==> src/json_string_unescaper_assert.svh <==
// Assertion macros for the JSON string unescaper RTL.
// Depends on a clock named clk and an active-low reset named rst_n in scope.
`ifndef JSON_STRING_UNESCAPER_ASSERT_SVH
`define JSON_STRING_UNESCAPER_ASSERT_SVH

// Same-cycle implication, checked outside reset.
`define JSU_ASSERT_IMPL(label, ante, cons, msg) \
    label: assert property (@(posedge clk) disable iff (!rst_n) (ante) |-> (cons)) \
        else $error(msg);

// Next-cycle implication, checked outside reset.
`define JSU_ASSERT_NEXT(label, ante, cons, msg) \
    label: assert property (@(posedge clk) disable iff (!rst_n) (ante) |=> (cons)) \
        else $error(msg);

`endif

==> src/jsu_pkg.sv <==
// Shared types and constants for the JSON string unescaper.
// No dependencies; the front, queue, emitter and top-level modules import this package.
package jsu_pkg;

    // Result kinds
    localparam logic [1:0] KIND_DATA  = 2'd0;
    localparam logic [1:0] KIND_DONE  = 2'd1;
    localparam logic [1:0] KIND_ERROR = 2'd2;

    // Commands from the decoder to the byte emitter
    localparam logic [2:0] OP_BYTE = 3'd0;  // one data byte in cp[7:0]
    localparam logic [2:0] OP_CP2  = 3'd1;  // two-byte UTF-8 sequence
    localparam logic [2:0] OP_CP3  = 3'd2;  // three-byte UTF-8 sequence
    localparam logic [2:0] OP_DONE = 3'd3;  // string complete
    localparam logic [2:0] OP_ERR  = 3'd4;  // error

    localparam logic [15:0] UTF8_1B_LIMIT = 16'h0080;
    localparam logic [15:0] UTF8_2B_LIMIT = 16'h0800;
    localparam logic [7:0]  UTF8_LEAD2    = 8'hC0;
    localparam logic [7:0]  UTF8_LEAD3    = 8'hE0;
    localparam logic [7:0]  UTF8_CONT     = 8'h80;
    localparam logic [7:0]  CTRL_LIMIT    = 8'h20;

    localparam int FIFO_DEPTH = 4;
    localparam int FIFO_AW    = $clog2(FIFO_DEPTH);

    typedef struct packed {
        logic [2:0]  op;
        logic [15:0] cp;
    } cmd_t;

endpackage

==> src/jsu_in_if.sv <==
// Input channel: one raw JSON text byte per transfer.
// Depends on nothing.
interface jsu_in_if;
    logic       valid;
    logic       ready;
    logic [7:0] text_byte;
    logic       text_ended;

    modport source (output valid, output text_byte, output text_ended, input ready);
    modport sink   (input valid, input text_byte, input text_ended, output ready);
endinterface

==> src/jsu_out_if.sv <==
// Output channel: one decoded result per transfer.
// Depends on nothing.
interface jsu_out_if;
    logic       valid;
    logic       ready;
    logic [7:0] out_byte;
    logic [1:0] kind;
    logic       last_of_run;

    modport source (output valid, output out_byte, output kind, output last_of_run,
                    input ready);
    modport sink   (input valid, input out_byte, input kind, input last_of_run,
                    output ready);
endinterface

==> src/jsu_front.sv <==
// Decoder front: accepts text bytes, tracks string/escape/hex state, issues commands.
// Depends on jsu_pkg and jsu_in_if.
module jsu_front
    import jsu_pkg::*;
(
    input  logic         clk,
    input  logic         rst_n,
    jsu_in_if.sink       text,
    input  logic         cmd_full,
    output logic         cmd_push,
    output cmd_t         cmd
);

    localparam logic [1:0] MODE_WAIT = 2'd0;
    localparam logic [1:0] MODE_STR  = 2'd1;
    localparam logic [1:0] MODE_ESC  = 2'd2;
    localparam logic [1:0] MODE_HEX  = 2'd3;

    localparam logic [7:0] CH_QUOTE = 8'h22;
    localparam logic [7:0] CH_BSLASH = 8'h5C;
    localparam logic [7:0] CH_SLASH = 8'h2F;
    localparam logic [7:0] CH_B = 8'h62;
    localparam logic [7:0] CH_F = 8'h66;
    localparam logic [7:0] CH_N = 8'h6E;
    localparam logic [7:0] CH_R = 8'h72;
    localparam logic [7:0] CH_T = 8'h74;
    localparam logic [7:0] CH_U = 8'h75;

    logic [1:0]  mode_reg, mode_next;
    logic [1:0]  hex_cnt_reg, hex_cnt_next;
    logic [15:0] cp_reg, cp_next;
    logic        accept;
    logic        hex_ok;
    logic [3:0]  hex_val;
    logic [15:0] cp_full;
    logic [7:0]  c;

    function automatic logic [4:0] hex_decode(input logic [7:0] h);
        logic [4:0] r;
        r = '0;
        if (h inside {[8'h30:8'h39]})
            r = {1'b1, 4'(h - 8'h30)};
        else if (h inside {[8'h61:8'h66]})
            r = {1'b1, 4'(h - 8'h57)};
        else if (h inside {[8'h41:8'h46]})
            r = {1'b1, 4'(h - 8'h37)};
        return r;
    endfunction

    assign c          = text.text_byte;
    assign text.ready = !cmd_full;
    assign accept     = text.valid && text.ready;
    assign {hex_ok, hex_val} = hex_decode(c);
    assign cp_full    = {cp_reg[11:0], hex_val};

    always_comb
    begin
        mode_next    = mode_reg;
        hex_cnt_next = hex_cnt_reg;
        cp_next      = cp_reg;
        cmd_push     = 1'b0;
        cmd.op       = OP_ERR;
        cmd.cp       = '0;
        if (accept)
        begin
            if (text.text_ended)
            begin
                cmd_push     = 1'b1;
                mode_next    = MODE_WAIT;
                hex_cnt_next = '0;
                cp_next      = '0;
            end
            else
            begin
                case (mode_reg)
                    MODE_WAIT:
                    begin
                        if (c == CH_QUOTE)
                            mode_next = MODE_STR;
                        else
                            cmd_push = 1'b1;
                    end
                    MODE_STR:
                    begin
                        if (c == CH_QUOTE)
                        begin
                            cmd_push  = 1'b1;
                            cmd.op    = OP_DONE;
                            mode_next = MODE_WAIT;
                        end
                        else if (c == CH_BSLASH)
                            mode_next = MODE_ESC;
                        else if (c < CTRL_LIMIT)
                        begin
                            cmd_push  = 1'b1;
                            mode_next = MODE_WAIT;
                        end
                        else
                        begin
                            cmd_push = 1'b1;
                            cmd.op   = OP_BYTE;
                            cmd.cp   = {8'h00, c};
                        end
                    end
                    MODE_ESC:
                    begin
                        cmd_push  = 1'b1;
                        cmd.op    = OP_BYTE;
                        mode_next = MODE_STR;
                        case (c)
                            CH_QUOTE:  cmd.cp = {8'h00, CH_QUOTE};
                            CH_BSLASH: cmd.cp = {8'h00, CH_BSLASH};
                            CH_SLASH:  cmd.cp = {8'h00, CH_SLASH};
                            CH_B:      cmd.cp = 16'h0008;
                            CH_F:      cmd.cp = 16'h000C;
                            CH_N:      cmd.cp = 16'h000A;
                            CH_R:      cmd.cp = 16'h000D;
                            CH_T:      cmd.cp = 16'h0009;
                            CH_U:
                            begin
                                cmd_push     = 1'b0;
                                mode_next    = MODE_HEX;
                                hex_cnt_next = '0;
                                cp_next      = '0;
                            end
                            default:
                            begin
                                cmd.op    = OP_ERR;
                                mode_next = MODE_WAIT;
                            end
                        endcase
                    end
                    default:
                    begin
                        if (!hex_ok)
                        begin
                            cmd_push     = 1'b1;
                            mode_next    = MODE_WAIT;
                            hex_cnt_next = '0;
                            cp_next      = '0;
                        end
                        else if (hex_cnt_reg != 2'd3)
                        begin
                            cp_next      = cp_full;
                            hex_cnt_next = hex_cnt_reg + 2'd1;
                        end
                        else
                        begin
                            cmd_push     = 1'b1;
                            cmd.cp       = cp_full;
                            mode_next    = MODE_STR;
                            hex_cnt_next = '0;
                            cp_next      = '0;
                            if (cp_full < UTF8_1B_LIMIT)
                                cmd.op = OP_BYTE;
                            else if (cp_full < UTF8_2B_LIMIT)
                                cmd.op = OP_CP2;
                            else
                                cmd.op = OP_CP3;
                        end
                    end
                endcase
            end
        end
    end

    always_ff @(posedge clk or negedge rst_n)
    begin
        if (!rst_n)
        begin
            mode_reg    <= MODE_WAIT;
            hex_cnt_reg <= '0;
            cp_reg      <= '0;
        end
        else
        begin
            mode_reg    <= mode_next;
            hex_cnt_reg <= hex_cnt_next;
            cp_reg      <= cp_next;
        end
    end

endmodule

==> src/jsu_fifo.sv <==
// Short command queue between the decoder front and the byte emitter.
// Depends on jsu_pkg.
module jsu_fifo
    import jsu_pkg::*;
(
    input  logic clk,
    input  logic rst_n,
    input  logic push,
    input  cmd_t push_cmd,
    input  logic pop,
    output cmd_t head,
    output logic full,
    output logic empty
);

    cmd_t                 entry_reg [FIFO_DEPTH];
    logic [FIFO_AW-1:0]   wr_ptr_reg, rd_ptr_reg;
    logic [FIFO_AW:0]     cnt_reg, cnt_next;
    logic                 do_push, do_pop;

    assign full    = (cnt_reg == (FIFO_AW+1)'(FIFO_DEPTH));
    assign empty   = (cnt_reg == '0);
    assign do_push = push && !full;
    assign do_pop  = pop && !empty;
    assign head    = entry_reg[rd_ptr_reg];

    always_comb
    begin
        cnt_next = cnt_reg;
        if (do_push && !do_pop)
            cnt_next = cnt_reg + 1'b1;
        else if (do_pop && !do_push)
            cnt_next = cnt_reg - 1'b1;
    end

    always_ff @(posedge clk)
    begin
        if (do_push)
            entry_reg[wr_ptr_reg] <= push_cmd;
    end

    always_ff @(posedge clk or negedge rst_n)
    begin
        if (!rst_n)
        begin
            wr_ptr_reg <= '0;
            rd_ptr_reg <= '0;
            cnt_reg    <= '0;
        end
        else
        begin
            if (do_push)
                wr_ptr_reg <= wr_ptr_reg + 1'b1;
            if (do_pop)
                rd_ptr_reg <= rd_ptr_reg + 1'b1;
            cnt_reg <= cnt_next;
        end
    end

endmodule

==> src/jsu_back.sv <==
// Byte emitter: expands queued commands into registered results, one per unstalled cycle.
// Depends on jsu_pkg, jsu_out_if and json_string_unescaper_assert.svh.
`include "json_string_unescaper_assert.svh"

module jsu_back
    import jsu_pkg::*;
(
    input  logic         clk,
    input  logic         rst_n,
    input  cmd_t         head,
    input  logic         empty,
    output logic         pop,
    jsu_out_if.source    result
);

    logic [1:0] idx_reg, idx_next;
    logic       out_valid_reg, out_valid_next;
    logic [7:0] out_byte_reg;
    logic [1:0] kind_reg;
    logic       last_reg;
    logic [7:0] emit_byte;
    logic [1:0] emit_kind;
    logic       emit_last;
    logic       load;

    always_comb
    begin
        emit_byte = '0;
        emit_kind = KIND_DATA;
        emit_last = 1'b1;
        case (head.op)
            OP_BYTE: emit_byte = head.cp[7:0];
            OP_CP2:
            begin
                if (idx_reg == 2'd0)
                begin
                    emit_byte = UTF8_LEAD2 | {3'b000, head.cp[10:6]};
                    emit_last = 1'b0;
                end
                else
                    emit_byte = UTF8_CONT | {2'b00, head.cp[5:0]};
            end
            OP_CP3:
            begin
                if (idx_reg == 2'd0)
                begin
                    emit_byte = UTF8_LEAD3 | {4'h0, head.cp[15:12]};
                    emit_last = 1'b0;
                end
                else if (idx_reg == 2'd1)
                begin
                    emit_byte = UTF8_CONT | {2'b00, head.cp[11:6]};
                    emit_last = 1'b0;
                end
                else
                    emit_byte = UTF8_CONT | {2'b00, head.cp[5:0]};
            end
            OP_DONE: emit_kind = KIND_DONE;
            default: emit_kind = KIND_ERROR;
        endcase
    end

    assign load = !empty && (!out_valid_reg || result.ready);
    assign pop  = load && emit_last;

    always_comb
    begin
        idx_next = idx_reg;
        if (load)
            idx_next = emit_last ? 2'd0 : idx_reg + 2'd1;
        out_valid_next = out_valid_reg && !result.ready;
        if (load)
            out_valid_next = 1'b1;
    end

    always_ff @(posedge clk)
    begin
        if (load)
        begin
            out_byte_reg <= emit_byte;
            kind_reg     <= emit_kind;
            last_reg     <= emit_last;
        end
    end

    always_ff @(posedge clk or negedge rst_n)
    begin
        if (!rst_n)
        begin
            idx_reg       <= '0;
            out_valid_reg <= 1'b0;
        end
        else
        begin
            idx_reg       <= idx_next;
            out_valid_reg <= out_valid_next;
        end
    end

    assign result.valid       = out_valid_reg;
    assign result.out_byte    = out_byte_reg;
    assign result.kind        = kind_reg;
    assign result.last_of_run = last_reg;

    `JSU_ASSERT_IMPL(a_ctrl_is_last, out_valid_reg && kind_reg != KIND_DATA, last_reg,
        "end or error result not marked last")
    `JSU_ASSERT_IMPL(a_mid_seq_has_head, idx_reg != 2'd0,
        !empty && (head.op == OP_CP2 || head.op == OP_CP3),
        "sequence index advanced without a multi-byte command")
    `JSU_ASSERT_IMPL(a_third_only_cp3, idx_reg == 2'd2, head.op == OP_CP3,
        "third byte index on a non three-byte command")
    `JSU_ASSERT_NEXT(a_pop_resets_idx, pop, idx_reg == 2'd0,
        "sequence index not cleared after command retired")

endmodule

==> src/json_string_unescaper.sv <==
// JSON string unescaper: one text byte in per cycle unless the queue is full, decoded
// UTF-8 bytes out. Inputs pass the command queue and output register before results,
// which leave at 1 per cycle while the sink is ready. A \uXXXX escape that yields 2 or
// 3 bytes holds the emitter; a 4-entry command queue absorbs those bursts.
// Reset (rst_n low, async): waiting for opening quote, queue and output register empty.
module json_string_unescaper
    import jsu_pkg::*;
(
    input  logic      clk,
    input  logic      rst_n,
    jsu_in_if.sink    text,
    jsu_out_if.source result
);

    // Commands from the decoder into the queue
    logic cmd_push;
    cmd_t cmd;

    // Queue status and head toward the emitter
    cmd_t head;
    logic full;
    logic empty;
    logic pop;

    // Front: classify each byte; hold input off only while the queue is full.
    jsu_front u_front (
        .clk      (clk),
        .rst_n    (rst_n),
        .text     (text),
        .cmd_full (full),
        .cmd_push (cmd_push),
        .cmd      (cmd)
    );

    // Queue: decouple decode from multi-byte emission.
    jsu_fifo u_fifo (
        .clk      (clk),
        .rst_n    (rst_n),
        .push     (cmd_push),
        .push_cmd (cmd),
        .pop      (pop),
        .head     (head),
        .full     (full),
        .empty    (empty)
    );

    // Back: expand each command into 1 to 3 result transfers; drop it after the last.
    jsu_back u_back (
        .clk    (clk),
        .rst_n  (rst_n),
        .head   (head),
        .empty  (empty),
        .pop    (pop),
        .result (result)
    );

endmodule
==> src/flat_wrapper.sv <==
// flat-port wrapper written by rule: the top's interface ports become plain ports
module json_string_unescaper_flat import jsu_pkg::*;
  (clk, rst_n, text_valid, text_text_byte, text_text_ended, text_ready, result_valid, result_out_byte, result_kind, result_last_of_run, result_ready);
  jsu_in_if text_i ();
  jsu_out_if result_i ();
  input  logic clk;
  input  logic rst_n;
  input wire logic [$bits(text_i.valid)-1:0] text_valid;
  input wire logic [$bits(text_i.text_byte)-1:0] text_text_byte;
  input wire logic [$bits(text_i.text_ended)-1:0] text_text_ended;
  output wire logic [$bits(text_i.ready)-1:0] text_ready;
  output wire logic [$bits(result_i.valid)-1:0] result_valid;
  output wire logic [$bits(result_i.out_byte)-1:0] result_out_byte;
  output wire logic [$bits(result_i.kind)-1:0] result_kind;
  output wire logic [$bits(result_i.last_of_run)-1:0] result_last_of_run;
  input wire logic [$bits(result_i.ready)-1:0] result_ready;
  assign text_i.valid = text_valid;
  assign text_i.text_byte = text_text_byte;
  assign text_i.text_ended = text_text_ended;
  assign text_ready = text_i.ready;
  assign result_valid = result_i.valid;
  assign result_out_byte = result_i.out_byte;
  assign result_kind = result_i.kind;
  assign result_last_of_run = result_i.last_of_run;
  assign result_i.ready = result_ready;
  json_string_unescaper u_core (.clk(clk), .rst_n(rst_n), .text(text_i), .result(result_i));
endmodule
==> config.mk <==
export PLATFORM = sky130hd
export DESIGN_NAME = json_string_unescaper_flat
export DESIGN_NICKNAME = d
export VERILOG_FILES = /design/src/jsu_pkg.sv /design/src/jsu_in_if.sv /design/src/jsu_out_if.sv /design/src/jsu_front.sv /design/src/jsu_fifo.sv /design/src/jsu_back.sv /design/src/json_string_unescaper.sv /design/src/flat_wrapper.sv
export VERILOG_INCLUDE_DIRS = /design/src /design/src/src
export SDC_FILE = /design/constraint.sdc
export NUM_CORES = 1
export LEC_CHECK = 0
export ABC_AREA = 1
export BUFFER_PORTS_ARGS = -buffer_cell sky130_fd_sc_hd__buf_2
export CAP_MARGIN = 20
export CELL_PAD_IN_SITES_DETAIL_PLACEMENT = 0
export CELL_PAD_IN_SITES_GLOBAL_PLACEMENT = 2
export CORE_ASPECT_RATIO = 0.7
export CORE_UTILIZATION = 39
export DETAILED_ROUTE_END_ITERATION = 10
export PLACE_DENSITY = 0.88
export SYNTH_ARGS = -nofsm -noshare
export SYNTH_HDL_FRONTEND = slang
export SYNTH_SLANG_ARGS = --single-unit
export TNS_END_PERCENT = 5
==> constraint.sdc <==
create_clock -name clk -period 3.3 [get_ports clk]
set_input_delay 0.495 -clock clk [delete_from_list [all_inputs] [get_ports clk]]
set_output_delay 0.495 -clock clk [all_outputs]
set_load 0.01 [all_outputs]
# [Word level (Yosys, flattened, before mapping)]
# Memory sizes are Yosys's and may differ from the RTL's.
# Cells that the tools add are included.
[word_totals] romBits=0 out_inout_bits=13 latchBits=0 word_cells=140 ff_bits=37 mem_count=1 mem_bits_rw=76 inputBits=13
[classes] n_div=0 n_mul=0 eq_ne=22 n_reduce_logical=29 n_shift=0 addsub=9 muxes=59 bitwise_logic=0 order_cmp=9
[mem_list] name="u_core.u_fifo.entry_reg" depth=4 word_bits=19 rd=1 rd_ports_with_merged_regs=0 write_ports=1 line_no="jsu_fifo.sv:16" rtl="cmd_t entry_reg [FIFO_DEPTH];"
[ops] cell="2-to-1 mux 19 bit" n=6
[ops] cell="one-hot mux 19 bit (3 select lines)" n=1
[ops] cell="equality test 8 x 7 -> 1 bit, second input constant" n=7
[ops] cell="one-hot mux 7 bit (8 select lines)" n=1
[ops] cell="2-to-1 mux 12 bit" n=4
[ops] cell="2-to-1 mux 2 bit" n=14
[ops] cell="one-hot mux 12 bit (2 select lines)" n=1
[ops] cell="one-hot mux 8 bit (3 select lines)" n=1
[ops] cell="equality test 8 x 6 -> 1 bit, second input constant" n=2
[ops] cell="greater-or-equal comparator 8 x 7 -> 1 bit, second input constant" n=2
[ops] cell="less-or-equal comparator 8 x 7 -> 1 bit, second input constant" n=2
[ops] cell="less-than comparator 16 x 12 -> 1 bit, second input constant" n=1
[ops] cell="less-than comparator 16 x 8 -> 1 bit, second input constant" n=1
[ops] cell="2-to-1 mux 16 bit" n=1
[ops] cell="2-to-1 mux 5 bit" n=3
[ops] cell="2-to-1 mux 1 bit" n=14
[ops] cell="2-to-1 mux 7 bit" n=2
[ops] cell="2-to-1 mux 3 bit" n=4
[ops] cell="one-hot mux 2 bit (2 select lines)" n=3
[ops] cell="logical AND 1 bit" n=11
[ops] cell="OR reduction 9 bit" n=1
[ops] cell="adder 2 x 1 -> 2 bit, second input constant" n=4
[ops] cell="greater-or-equal comparator 8 x 6 -> 1 bit, second input constant" n=1
[ops] cell="less-or-equal comparator 8 x 6 -> 1 bit, second input constant" n=1
[ops] cell="30 further kinds" n=40

# [Longest topological paths before layout]
# Gate-level depths: netlist of run 1.
[depth] depth_word=14 depth_mapped=17 depth_no_buf=17

# [Cells and area by module]
# From an unflattened synthesis of run 1, not the netlist that was laid out.
[unflattened] hier_cells=679 area_unflattened_um2=6283.5
[modules_own_cells] module="jsu_fifo" cells_per_inst=283 seq_area_each_um2=2457.4 n_inst=1 area_per_inst_um2=3612.2
[modules_own_cells] module="jsu_front" cells_per_inst=273 seq_area_each_um2=400.4 n_inst=1 area_per_inst_um2=1767.9
[modules_own_cells] module="jsu_back" cells_per_inst=123 seq_area_each_um2=405.4 n_inst=1 area_per_inst_um2=903.4

# [Worst setup path after synthesis of run 1]
# OpenSTA, ideal clock, no wires.
[synth_timing] path_type="in2reg" from="in text_text_byte[1]" to="mem u_core.u_fifo.entry_reg[0][0] in the netlist's numbering (enable)" arrival_time_ns=2.249 required_time_ns=2.905 n_path_buf=0 stages=11 path_slack_ns=0.657 setup_ns=0.395 cell_sequence="inv_1 ha_1 inv_1 nand3_1 nand3_4 nand2_4 nand2_1 nand2_1 inv_2 nand2_4 nor2_1"
[synth_between] elab_chain_cells=12 elab_cells_between_ends=26 cone_classes="order compare: 6; eq/ne: 3; mux: 13; reduce/logical: 4"
[synth_lines] element="from (decl)" line_no="flat_wrapper.sv:9" rtl="input wire logic [$bits(text_i.text_byte)-1:0] text_text_byte;"
[synth_lines] element="greater-or-equal comparator 8 x 7 -> 1 bit / less-or-equal comparator 8 x 7 -> 1 bit (equally long branches)" line_no="jsu_front.sv:45" rtl="else if (h inside {[8'h41:8'h46]})"
[synth_lines] element="logical AND 1 bit" line_no="jsu_front.sv:45"
[synth_lines] element="2-to-1 mux 5 bit" line_no="jsu_front.sv:45"
[synth_lines] element="2-to-1 mux 5 bit" line_no="jsu_front.sv:43" rtl="else if (h inside {[8'h61:8'h66]})"
[synth_lines] element="2-to-1 mux 5 bit" line_no="jsu_front.sv:41" rtl="if (h inside {[8'h30:8'h39]})"
[synth_lines] element="2-to-1 mux 1 bit" line_no="jsu_front.sv:135" rtl="if (!hex_ok)"
[synth_lines] element="one-hot mux 1 bit (3 select lines) *" line_no="jsu_front.sv:75" rtl="case (mode_reg)"
[synth_lines] element="2-to-1 mux 1 bit *" line_no="jsu_front.sv:66" rtl="if (text.text_ended)"
[synth_lines] element="2-to-1 mux 1 bit *" line_no="jsu_front.sv:64" rtl="if (accept)"
[synth_lines] element="logical AND 1 bit *" line_no="jsu_fifo.sv:23" rtl="assign do_push = push && !full;"
[synth_lines] element="2-to-1 mux 1 bit *" line_no="jsu_fifo.sv:38" rtl="if (do_push)"
[synth_lines] element="2-to-1 mux 1 bit (not written as such) *" line_no="jsu_fifo.sv:39" rtl="entry_reg[wr_ptr_reg] <= push_cmd;"
[synth_lines] element="to (decl)" line_no="jsu_fifo.sv:16"
# Mark *: on every way between the ends. The rest lies on a longest branch, timed or not.

# [Final worst setup path of run 1]
[layout_timing] from="reg u_core.u_fifo.rd_ptr_reg[0]" to="reg u_core.u_fifo.cnt_reg[2]"
[layout_between] elab_chain_cells=8 elab_cells_between_ends=11 cone_classes="eq/ne: 2; mux: 2; reduce/logical: 6; memory: 1"
[layout_lines] element="from (decl)" line_no="jsu_fifo.sv:17" rtl="logic [FIFO_AW-1:0] wr_ptr_reg, rd_ptr_reg;"
[layout_lines] element="from (signal assigned)" line_no="jsu_fifo.sv:55" rtl="rd_ptr_reg <= rd_ptr_reg + 1'b1;"
[layout_lines] element="memory (4 x 19 bit) *"
[layout_lines] element="equality test 3 x 2 -> 1 bit / equality test 3 x 1 -> 1 bit (equally long branches)" line_no="jsu_back.sv:31" rtl="case (head.op)"
[layout_lines] element="one-hot mux 1 bit (2 select lines) *" line_no="jsu_back.sv:31"
[layout_lines] element="logical AND 1 bit *" line_no="jsu_back.sv:64" rtl="assign pop = load && emit_last;"
[layout_lines] element="logical AND 1 bit *" line_no="jsu_fifo.sv:24" rtl="assign do_pop = pop && !empty;"
[layout_lines] element="logical NOT 1 bit" line_no="jsu_fifo.sv:30" rtl="if (do_push && !do_pop)"
[layout_lines] element="logical AND 1 bit" line_no="jsu_fifo.sv:30"
[layout_lines] element="2-to-1 mux 3 bit / nonzero test 2 bit (equally long branches)"
[layout_lines] element="to (signal assigned)" line_no="jsu_fifo.sv:56" rtl="cnt_reg <= cnt_next;"
[layout_lines] element="to (decl)" line_no="jsu_fifo.sv:18" rtl="logic [FIFO_AW:0] cnt_reg, cnt_next;"
# Marked as above.
# A chain may end at the register's enable or synchronous reset.

==> results by group, run 1 <==
Flow run
  • Max_cap viols: 0

Route
  • DR pass1 iterations: 5
  • Via count: 4447
  • DR WL/cell: 16.1 microns
  • Starting DRT DRC Count: 369
  • Final ANT Viol Nets: 0
  • # DRC: 0
  • Via/cell ratio: 5.08
  • Final wirelength: 14.1 mm

Worst setup path
  • Crit end category: register
  • CP peak stage delay: 0.55 ns
  • Most common cell on crit path: nand2_1
  • Critical Path AT: 3.12 ns
  • Setup Crit Path Kind: register to register
  • Buf+Inv Stages, Crit Path: 2
  • Critical Path RT: 3.60 ns
  • Setup slack, reg-to-reg: 0.47 ns
  • Top delay family on crit path: simple AND/OR/NAND/NOR gates
  • Critical Path Slowest Stage Cell: dfrtp_1
  • Crit path cell chain: inv_2, nand2_1, nand3_1, nand2_1, nand3_1, nand2_1, nand2_2, nand3_2, ha_1, inv_1, fa_1, a21oi_1, o21ai_0, xnor2_1
  • Startpoint types: register
  • Largest fanout on the critical path: 12

Power and ir drop
  • Max VDD drop: 0.450 mV
  • Switch Pwr: 2.24 mW
  • Cell Pwr Density: 882 nW/um^2
  • Cell-internal power: 3.73 mW
  • Tot Pwr: 5.97 mW
  • Combinational fraction of design power: 33.2%
  • Leakage: 2.86 nW
  • Clock power share: 32.4%
  • Flop pwr share: 34.4%
  • Switching share of power: 37.5%

Global routing
  • Initial antenna violation count: 0
  • First-pass GRT wire length: 23.2 mm
  • Vias in the first global route: 4397
  • GRT overflow: 0
  • Largest net degree at the start of global routing: 32
  • Total track usage: 20.0%

CTS
  • Cts bufs inserted: 17
  • Gates resized, CTS repair: 0
  • Setup bufs post-CTS: 0
  • H-tree Lvls: 4
  • CTS sink cnt: 113
  • Clock slew at reported path FFs: 0.06 ns
  • Clock root buffer: clkbuf_16
  • Deepest clock path buffer count: 2
  • CTS tree: yes
  • CTS Hold Bufs: 0
  • Latest clock arrival within the worst-skew pair: 0.41 ns

Place
  • Setup WS pre-CTS: 0.324 ns
  • Post-DP HPWL: 10.2 mm
  • Cell count after placement: 843
  • Port-buffer cells: 25
  • Area after DPL: 6140 sq um
  • Gpl congestion: 0.893

Logic synthesis
  • Mux cell area share after synthesis: 0.194%
  • Post-Syn Instances: 636
  • Compound-Gate Fraction of Synth Area: 7.24%
  • Sequential element share of the synthesized area: 56.2%
  • Largest family of logic cells by synthesized area: simple AND/OR/NAND/NOR gates
  • Mapped Area: 5800 sq um
  • Adder-cell share of the synthesized area: 3.15%
  • Syn Nets: 663
  • Post-synth cell types: 37
  • Mean Syn Cell Area: 9.13 sq um
  • Post-Synth Simple-Gate Area: 26.4%
  • Yosys Warn Count: 0
  • Post-Synth XOR/XNOR Area: 0.754%
  • #FFs+latches synth: 113

Floorplan
  • Initial Util: 40.8%
  • Die area: 15400 sq um
  • Die height: 104 microns
  • FP Rows: 36
  • Core area: 14200 sq um
  • Overall die width: 148 microns
  • Number of I/O pins: 26

STA
  • Worst hold slack: 0.103 ns
  • Slew margin rel.: 56.8%
  • Unrepaired setup endpoints after global routing: no
  • Setup violations, final: 0
  • Fin. max-slew vios: 0
  • Period Utilization, post-route: 85.7%
  • Setup_tns: 0 ns
  • Worst slew pin tran: 0.649 ns
  • Clock skew: 0.00937 ns
  • Fmax: 353 MHz
  • Final hold viol count: 0
  • Final min period: 2.83 ns
  • Final WS setup: 0.471 ns

Final layout
  • Area delta synth->final: 16.5%
  • Fraction of layout cells with a size suffix above 1: 15.3%
  • Non-Filler Instances: 875
  • Fin util: 47.5%
  • Nets@finish: 699
  • Post-layout instance area: 6760 sq um
  • Max reg flops: 76
  • Fillcell total: 1357
  • ANT cells: 0

Min path
  • Hold Path Class: primary input to async pin

Status
  • Status: complete, no violations
worst reg2reg max path, cell delays in order, from the launching register on:
cell and delay [ns]:
dfrtp_1 0.55, inv_2 0.19, nand2_1 0.09, nand3_1 0.06, nand2_1 0.20, nand3_1 0.18
nand2_1 0.13, nand2_2 0.10, nand3_2 0.14, ha_1 0.17, inv_1 0.07, fa_1 0.44
a21oi_1 0.15, o21ai_0 0.12, xnor2_1 0.14
cells by family after synthesis:
family,after synthesis
adders and majority gates,14
muxes,1
AOI/OAI and AO/OA,77
xor gates and xnor gates,5
buffers and inverters,82
DFF,113
and+or+nand+nor,344
layer usage:
metal / track usage [%] / part of all wire [%] / vias to the layer above / wire [microns]
li1: - / - / 2202 / -
met5: 0 / 0 / - / 0
met3: 5.35 / 4.6 / 13 / 642
met4: 4.79 / 1.2 / 0 / 163
met1: 29.4 / 52 / 2136 / 7310
met2: 29.2 / 42 / 96 / 5960
power groups by stage:
stage | Clock [mW] | Sequential (mW) | Combinational, mW
after floorplan | 0 | 2.07 | 1.40
after global placement | 0 | 2.07 | 1.97
after detailed placement | 0 | 2.08 | 1.98
after CTS | 1.96 | 2.05 | 1.99
after global routing | 2.02 | 2.09 | 2.25
final | 1.94 | 2.05 | 1.98
cells in the final DEF, fill, tap and decap left out, types with 11 or more instances in the layout:
cell type	n
a21oi_1	13
buf_2	25
buf_4	11
clkbuf_16	17
dfrtp_1	26
edfxtp_1	87
ha_1	13
inv_1	55
nand2_1	179
nand3_1	53
nor2_1	63
o21ai_0	39
o21ai_1	11
cell usage after synthesis, drive strengths merged:
| library cell | instances | area share, % |
|---|---|---|
| o21ai | 50 | 4.3 |
| ha | 13 | 2.8 |
| nor2 | 69 | 4.8 |
| nor3 | 10 | 0.86 |
| a21oi | 14 | 1.4 |
| fa | 1 | 0.34 |
| o21a | 1 | 0.13 |
| nand3 | 60 | 5.9 |
| nor3b | 2 | 0.43 |
| xnor2 | 2 | 0.30 |
| xor2 | 3 | 0.45 |
| nand2 | 192 | 13 |
| o21bai | 1 | 0.13 |
| inv | 62 | 4.0 |
| nand4 | 10 | 1.1 |
| clkinv | 1 | 0.065 |
| clkbuf | 3 | 0.19 |
| buf | 16 | 1.7 |
| dfrtp | 26 | 11 |
| o22ai | 7 | 0.75 |
| o2111ai | 1 | 0.15 |
| mux2 | 1 | 0.19 |
| a31oi | 2 | 0.22 |
| nand3b | 1 | 0.13 |
| edfxtp | 87 | 45 |
| a41oi | 1 | 0.15 |
final timing paths:
| path | from | endpoint | cells after the start |
|---|---|---|---|
| min reg2reg | u_core.u_back.idx_reg[1]$_DFFE_PN0P_ | u_core.u_back.idx_reg[1]$_DFFE_PN0P_ | 2 |
| max in group asynchronous | rst_n | u_core.u_front.cp_reg[3]$_DFFE_PN0P_ | 1 |
| min | rst_n | u_core.u_fifo.rd_ptr_reg[0]$_DFFE_PN0P_ | 1 |
| min in group clk | result_ready | u_core.u_back.result.valid$_DFF_PN0_ | 4 |
| max reg2reg | u_core.u_fifo.rd_ptr_reg[0]$_DFFE_PN0P_ | u_core.u_fifo.cnt_reg[2]$_DFFE_PN0P_ | 14 |
| max | u_core.u_fifo.rd_ptr_reg[0]$_DFFE_PN0P_ | u_core.u_fifo.cnt_reg[2]$_DFFE_PN0P_ | 14 |
layout make-up:
class / instances / area [sq um] / area share [%]
Inverter: 63 / 236 / 3.50
Timing Repair Buffer: 36 / 208 / 3.07
Multi-Input combinational cell: 441 / 2190 / 32.4
Sequential cell: 113 / 3260 / 48.3
Clock inverter: 15 / 199 / 2.94
Tap cell: 190 / 238 / 3.52
Clock buffer: 17 / 425 / 6.29
Note: power is estimated with default switching activity, not from simulation.
==> inputs of run 2 (changes only) <==
--- a/config.mk
+++ b/config.mk
@@ -13,8 +13,10 @@
 export CELL_PAD_IN_SITES_GLOBAL_PLACEMENT = 2
 export CORE_ASPECT_RATIO = 0.7
 export CORE_UTILIZATION = 39
+export CTS_BUF_LIST = sky130_fd_sc_hd__clkbuf_16
 export DETAILED_ROUTE_END_ITERATION = 10
 export PLACE_DENSITY = 0.88
+export REMOVE_ABC_BUFFERS = 1
 export SYNTH_ARGS = -nofsm -noshare
 export SYNTH_HDL_FRONTEND = slang
 export SYNTH_SLANG_ARGS = --single-unit
==> run 2 against run 1 <==
Net effect: via count up 0.20%; setup slack better by 0.034 ns; cell area is 0.15% higher; fmax grew 1.2%; sequential share of layout area shrank 0.071 points; clock power shrank 4%; sequential power about the same; global-route usage decreased by 0.33 points.
==> results by group, run 2 (synthesized netlist as in run 1, its figures left out) <==
Status
  • Status: complete, no violations

Final layout
  • Max reg flops: 76
  • Most common cell after layout, fill and taps aside: nand2_1
  • Fin util: 47.6%
  • Fillcell total: 1353
  • Most frequent cells in the layout: 179 x nand2_1, 87 x edfxtp_1, 63 x nor2_1
  • Nets@finish: 702
  • Area delta synth->final: 16.7%
  • ANT cells: 0
  • Fraction of layout cells with a size suffix above 1: 15.7%

Worst setup path
  • Crit end category: register
  • Startpoint types: register
  • Setup Crit Path Kind: register to register
  • Critical Path RT: 3.59 ns
  • Largest fanout on the critical path: 11
  • Critical Path AT: 3.09 ns

Floorplan
  • FP Rows: 36
  • Overall die width: 148 microns
  • Die area: 15400 sq um
  • Die height: 104 microns
  • Initial Util: 40.8%
  • Number of I/O pins: 26
  • Core area: 14200 sq um

STA
  • Slew margin rel.: 56.5%
  • Setup violations, final: 0
  • Period Utilization, post-route: 84.7%
  • Fin. max-slew vios: 0
  • Fmax: 358 MHz
  • Unrepaired setup endpoints after global routing: no
  • Setup_tns: 0 ns
  • Worst slew pin tran: 0.647 ns
  • Worst hold slack: 0.113 ns
  • Clock skew: 0.00369 ns
  • Final min period: 2.80 ns
  • Final hold viol count: 0

Power and ir drop
  • Cell-internal power: 3.74 mW
  • Switch Pwr: 2.18 mW
  • Max VDD drop: 0.403 mV
  • Clock power share: 31.5%
  • Leakage: 2.87 nW
  • Cell Pwr Density: 874 nW/um^2
  • Tot Pwr: 5.92 mW
  • Flop pwr share: 34.3%
  • Switching share of power: 36.8%
  • Combinational fraction of design power: 34.2%

CTS
  • Cts bufs inserted: 17
  • CTS sink cnt: 113
  • CTS tree: yes
  • Clock root buffer: clkbuf_16
  • Setup bufs post-CTS: 0
  • Latest clock arrival within the worst-skew pair: 0.41 ns
  • H-tree Lvls: 4
  • Deepest clock path buffer count: 2
  • Clock slew at reported path FFs: 0.06 ns
  • Gates resized, CTS repair: 0
  • CTS Hold Bufs: 0

Global routing
  • Total track usage: 19.7%
  • GRT overflow: 0
  • First-pass GRT wire length: 22.8 mm
  • Vias in the first global route: 4271
  • Largest net degree at the start of global routing: 33
  • Initial antenna violation count: 0

Place
  • Gpl congestion: 0.864
  • Post-DP HPWL: 10.1 mm
  • Port-buffer cells: 25

Route
  • Highest routed metal layer: met4
  • # DRC: 0
  • Met3 wire len: 871 microns
  • Final wirelength: 14.0 mm
  • DR WL/cell: 15.9 microns
  • Via count: 4456
  • Via/cell ratio: 5.08
  • Starting DRT DRC Count: 318
  • Final ANT Viol Nets: 0
  • Metal-1 WL: 6.83 mm
  • DR pass1 iterations: 5
  • WL met2: 6.10 mm

Flow run
  • Max_cap viols: 0

Min path
  • Hold Path Class: primary input to async pin
-- run 2: cell count changes in the layout (fill, tap and decap cells not counted), sizes merged --
cell	change
buf	+3
clkinv	+6
inv	-6
-- run 2: cell type report --
type | count | area (sq um) | area share (%)
clock buffers | 17 | 425 | 6.28
clock inverters | 15 | 186 | 2.75
inverters | 63 | 236 | 3.49
multi-input cells | 441 | 2190 | 32.4
flip-flops and latches | 113 | 3260 | 48.2
well taps | 190 | 238 | 3.51
repair buffers | 39 | 230 | 3.40
-- run 2: stage by stage --
step	worst slack, ns	instances	instance area [sq um]
final	0.505	878	6770
after global routing	0.246	878	6770
after CTS	0.537	878	6770
after detailed placement	0.318	846	6160
after global placement	0.375	846	6160
after floorplan	0.0784	617	5690
-- run 2: metal layers --
| metal | global-route usage [%] | vias to the layer above |
|---|---|---|
| met5 | 0 | - |
| met4 | 6.33 | 0 |
| met3 | 4.25 | 17 |
| met2 | 29.0 | 114 |
| met1 | 28.7 | 2112 |
| li1 | - | 2213 |
-- run 2: final timing paths --
| kind | start | end | slack [ns] | cells past startpoint |
|---|---|---|---|---|
| worst max-delay path | u_core.u_front.mode_reg[1]$_DFFE_PN0P_ | u_core.u_fifo.cnt_reg[2]$_DFFE_PN0P_ | 0.50 | 12 |
| worst max register to register | u_core.u_front.mode_reg[1]$_DFFE_PN0P_ | u_core.u_fifo.cnt_reg[2]$_DFFE_PN0P_ | 0.50 | 12 |
| worst min-delay path | rst_n | u_core.u_fifo.wr_ptr_reg[1]$_DFFE_PN0P_ | 0.11 | 1 |
| max in group asynchronous | rst_n | u_core.u_front.cp_reg[11]$_DFFE_PN0P_ | 2.77 | 1 |
| worst min register to register | u_core.u_back.idx_reg[1]$_DFFE_PN0P_ | u_core.u_back.idx_reg[1]$_DFFE_PN0P_ | 0.49 | 2 |
| min in group clk | result_ready | u_core.u_back.result.valid$_DFF_PN0_ | 0.32 | 4 |
-- run 2: power groups by stage --
stage / Combinational [mW] / Sequential (mW) / Clock (mW)
floorplan: 1.24 / 2.14 / 0
global placement: 2.02 / 2.05 / 0
detailed placement: 2.03 / 2.06 / 0
CTS: 2.04 / 2.03 / 1.89
global route: 2.31 / 2.06 / 1.95
finish: 2.02 / 2.03 / 1.87
-- run 2: worst max-delay path, stage by stage, from the launching register on --
cell	delay, ns
dfrtp_1	0.55
nand2_1	0.35
inv_2	0.31
nor2_1	0.06
nand4_1	0.16
nand2_4	0.10
inv_2	0.08
ha_1	0.14
inv_1	0.07
fa_1	0.44
a21oi_1	0.15
o21ai_0	0.12
xnor2_1	0.14
==> inputs of run 3 (changes only) <==
--- a/config.mk
+++ b/config.mk
@@ -12,10 +12,10 @@
 export CELL_PAD_IN_SITES_DETAIL_PLACEMENT = 0
 export CELL_PAD_IN_SITES_GLOBAL_PLACEMENT = 2
 export CORE_ASPECT_RATIO = 0.7
-export CORE_UTILIZATION = 39
+export CORE_UTILIZATION = 35
 export CTS_BUF_LIST = sky130_fd_sc_hd__clkbuf_16
 export DETAILED_ROUTE_END_ITERATION = 10
-export PLACE_DENSITY = 0.88
+export PLACE_DENSITY = 0.84
 export REMOVE_ABC_BUFFERS = 1
 export SYNTH_ARGS = -nofsm -noshare
 export SYNTH_HDL_FRONTEND = slang
==> constraint.sdc (replaced) <==
create_clock -name clk -period 2.4 [get_ports clk]
set_input_delay 0.36 -clock clk [delete_from_list [all_inputs] [get_ports clk]]
set_output_delay 0.36 -clock clk [all_outputs]
set_load 0.01 [all_outputs]
==> run 3 against run 2 <==
Net effect: power rose by 47%; via count rose by 4.2%; register-to-register slack got worse by 0.40 ns; fmax rose by 22%; first-iteration DRC count rose by 37%; critical endpoint is now u_core.u_fifo.cnt_reg[1]$_DFFE_PN0P_; highest routed layer unchanged.
==> results by group, run 3 (synthesized netlist as in run 1, its figures left out) <==
Worst setup path
  • Largest fanout on the critical path: 7
  • Critical Path AT: 2.58 ns
  • Setup Crit Path Kind: register to register
  • Startpoint types: register
  • Critical Path RT: 2.69 ns
  • Worst r2r path cells: 13
  • Crit end category: register

STA
  • Final WS setup: 0.105 ns
  • Worst slew pin tran: 0.672 ns
  • Setup violations, final: 0
  • Fmax: 436 MHz
  • Final min period: 2.29 ns
  • Worst hold slack: 0.206 ns
  • Period Utilization, post-route: 95.6%
  • Unrepaired setup endpoints after global routing: no
  • Slew margin rel.: 55.2%
  • Clock skew: 0.0163 ns
  • Fin. max-slew vios: 0
  • Final hold viol count: 0
  • Setup_tns: 0 ns

Status
  • Status: complete, no violations

Place
  • Gpl congestion: 0.902
  • Post-DP HPWL: 11.0 mm
  • Port-buffer cells: 25
  • Setup WS pre-CTS: -0.187 ns

Power and ir drop
  • Max VDD drop: 0.577 mV
  • Clock power share: 28.2%
  • Cell-internal power: 5.45 mW
  • Leakage: 3.15 nW
  • Flop pwr share: 32.3%
  • Switching share of power: 37.3%
  • Combinational fraction of design power: 39.5%
  • Switch Pwr: 3.25 mW
  • Cell Pwr Density: 1190 nW/um^2

Floorplan
  • Core area: 15800 sq um
  • Number of I/O pins: 26
  • Die height: 110 microns
  • FP Rows: 38
  • Initial Util: 36.7%
  • Overall die width: 156 microns
  • Die area: 17100 sq um

CTS
  • Cts bufs inserted: 17
  • Deepest clock path buffer count: 2
  • Clock slew at reported path FFs: 0.05 ns
  • H-tree Lvls: 4
  • CTS sink cnt: 113
  • CTS tree: yes
  • Clock root buffer: clkbuf_16
  • Latest clock arrival within the worst-skew pair: 0.41 ns

Route
  • Final wirelength: 14.9 mm
  • DR pass1 iterations: 5
  • # DRC: 0
  • Via count: 4641
  • Via/cell ratio: 4.84
  • Starting DRT DRC Count: 435
  • DR WL/cell: 15.6 microns
  • Final ANT Viol Nets: 0

Global routing
  • First-pass GRT wire length: 24.6 mm
  • Initial antenna violation count: 0
  • GRT overflow: 0
  • Largest net degree at the start of global routing: 30
  • Vias in the first global route: 4607
  • Total track usage: 19.4%

Final layout
  • Max reg flops: 76
  • Area delta synth->final: 26.4%
  • Fraction of layout cells with a size suffix above 1: 23.8%
  • ANT cells: 0
  • Fillcell total: 1505
  • Nets@finish: 752
  • Most common cell after layout, fill and taps aside: nand2_1
  • Most frequent cells in the layout: 169 x nand2_1, 87 x edfxtp_1, 63 x nor2_1

Min path
  • Hold Path Class: primary input to register
  • Hold path cells: 4

Flow run
  • Max_cap viols: 0
[run 3: metal layers]
layer | vias up | share of wire (%) | wire length [microns] | global-route usage, %
met2 | 101 | 44 | 6520 | 29.6
met5 | - | 0 | 0 | 0
li1 | 2306 | - | - | -
met1 | 2228 | 52 | 7720 | 27.9
met4 | 0 | 0.57 | 85 | 5.67
met3 | 6 | 4.1 | 609 | 3.63
[run 3: metrics by stage]
| step | cell area (sq um) | cells | util, % | total power [mW] |
|---|---|---|---|---|
| 2_1_floorplan | 5690 | 617 | - | 4.65 |
| 3_3_place_gp | 6590 | 922 | 41.6 | 5.90 |
| 4_1_cts | 7230 | 957 | 45.7 | 8.53 |
| 6_report | 7340 | 958 | 46.3 | 8.70 |
| 5_1_grt | 7340 | 958 | 46.3 | 9.28 |
| 3_5_place_dp | 6590 | 922 | 41.6 | 5.97 |
[run 3: area by class of cell]
cell class | count | area [sq um] | share of cell area (%)
Clock inverter | 15 | 163 | 2.22
Timing Repair Buffer | 89 | 666 | 9.07
Tap cell | 220 | 275 | 3.75
Multi-Input combinational cell | 441 | 2300 | 31.4
Sequential cell | 113 | 3260 | 44.5
Inverter | 63 | 241 | 3.29
Clock buffer | 17 | 425 | 5.80
[run 3: critical path: stages (launching register included)]
cell,delay [ns]
dfrtp_2,0.45
buf_6,0.16
nand2_2,0.07
nand2_1,0.06
nand2_1,0.07
nand2_2,0.07
nand3_4,0.10
nand2_4,0.07
nand2_4,0.07
nand3_4,0.11
ha_4,0.20
inv_2,0.05
fa_2,0.42
mux2_4,0.28
[run 3: power by group through the flow]
stage | combinational (mW) | clock (mW) | sequential (mW)
final | 3.44 | 2.46 | 2.81
after floorplan | 1.71 | 0 | 2.95
after global routing | 3.84 | 2.59 | 2.86
after CTS | 3.23 | 2.50 | 2.80
after global placement | 3.10 | 0 | 2.81
after detailed placement | 3.14 | 0 | 2.83
[run 3: timing repair]
item / CTS / global route
resized for setup: 9 / 25
endpoints found under the setup margin: 2 / 2
hold buffers: 1 / 0
setup buffers: 2 / 1
pin swaps: 3 / 10
endpoints found under the hold margin: 1 / 0
[run 3: final timing paths]
kind                                                          from                                       to  slack [ns]
setup / recovery           u_core.u_fifo.rd_ptr_reg[0]$_DFFE_PN0P_     u_core.u_fifo.cnt_reg[1]$_DFFE_PN0P_        0.11
hold / removal                                        result_ready     u_core.u_back.result.valid$_DFF_PN0_        0.21
setup reg to reg           u_core.u_fifo.rd_ptr_reg[0]$_DFFE_PN0P_     u_core.u_fifo.cnt_reg[1]$_DFFE_PN0P_        0.11
hold reg to reg               u_core.u_back.idx_reg[1]$_DFFE_PN0P_     u_core.u_back.idx_reg[1]$_DFFE_PN0P_        0.48
max in group asynchronous                                    rst_n  u_core.u_fifo.rd_ptr_reg[0]$_DFFE_PN0P_        1.39
min in group asynchronous                                    rst_n     u_core.u_front.cp_reg[3]$_DFFE_PN0P_        0.53
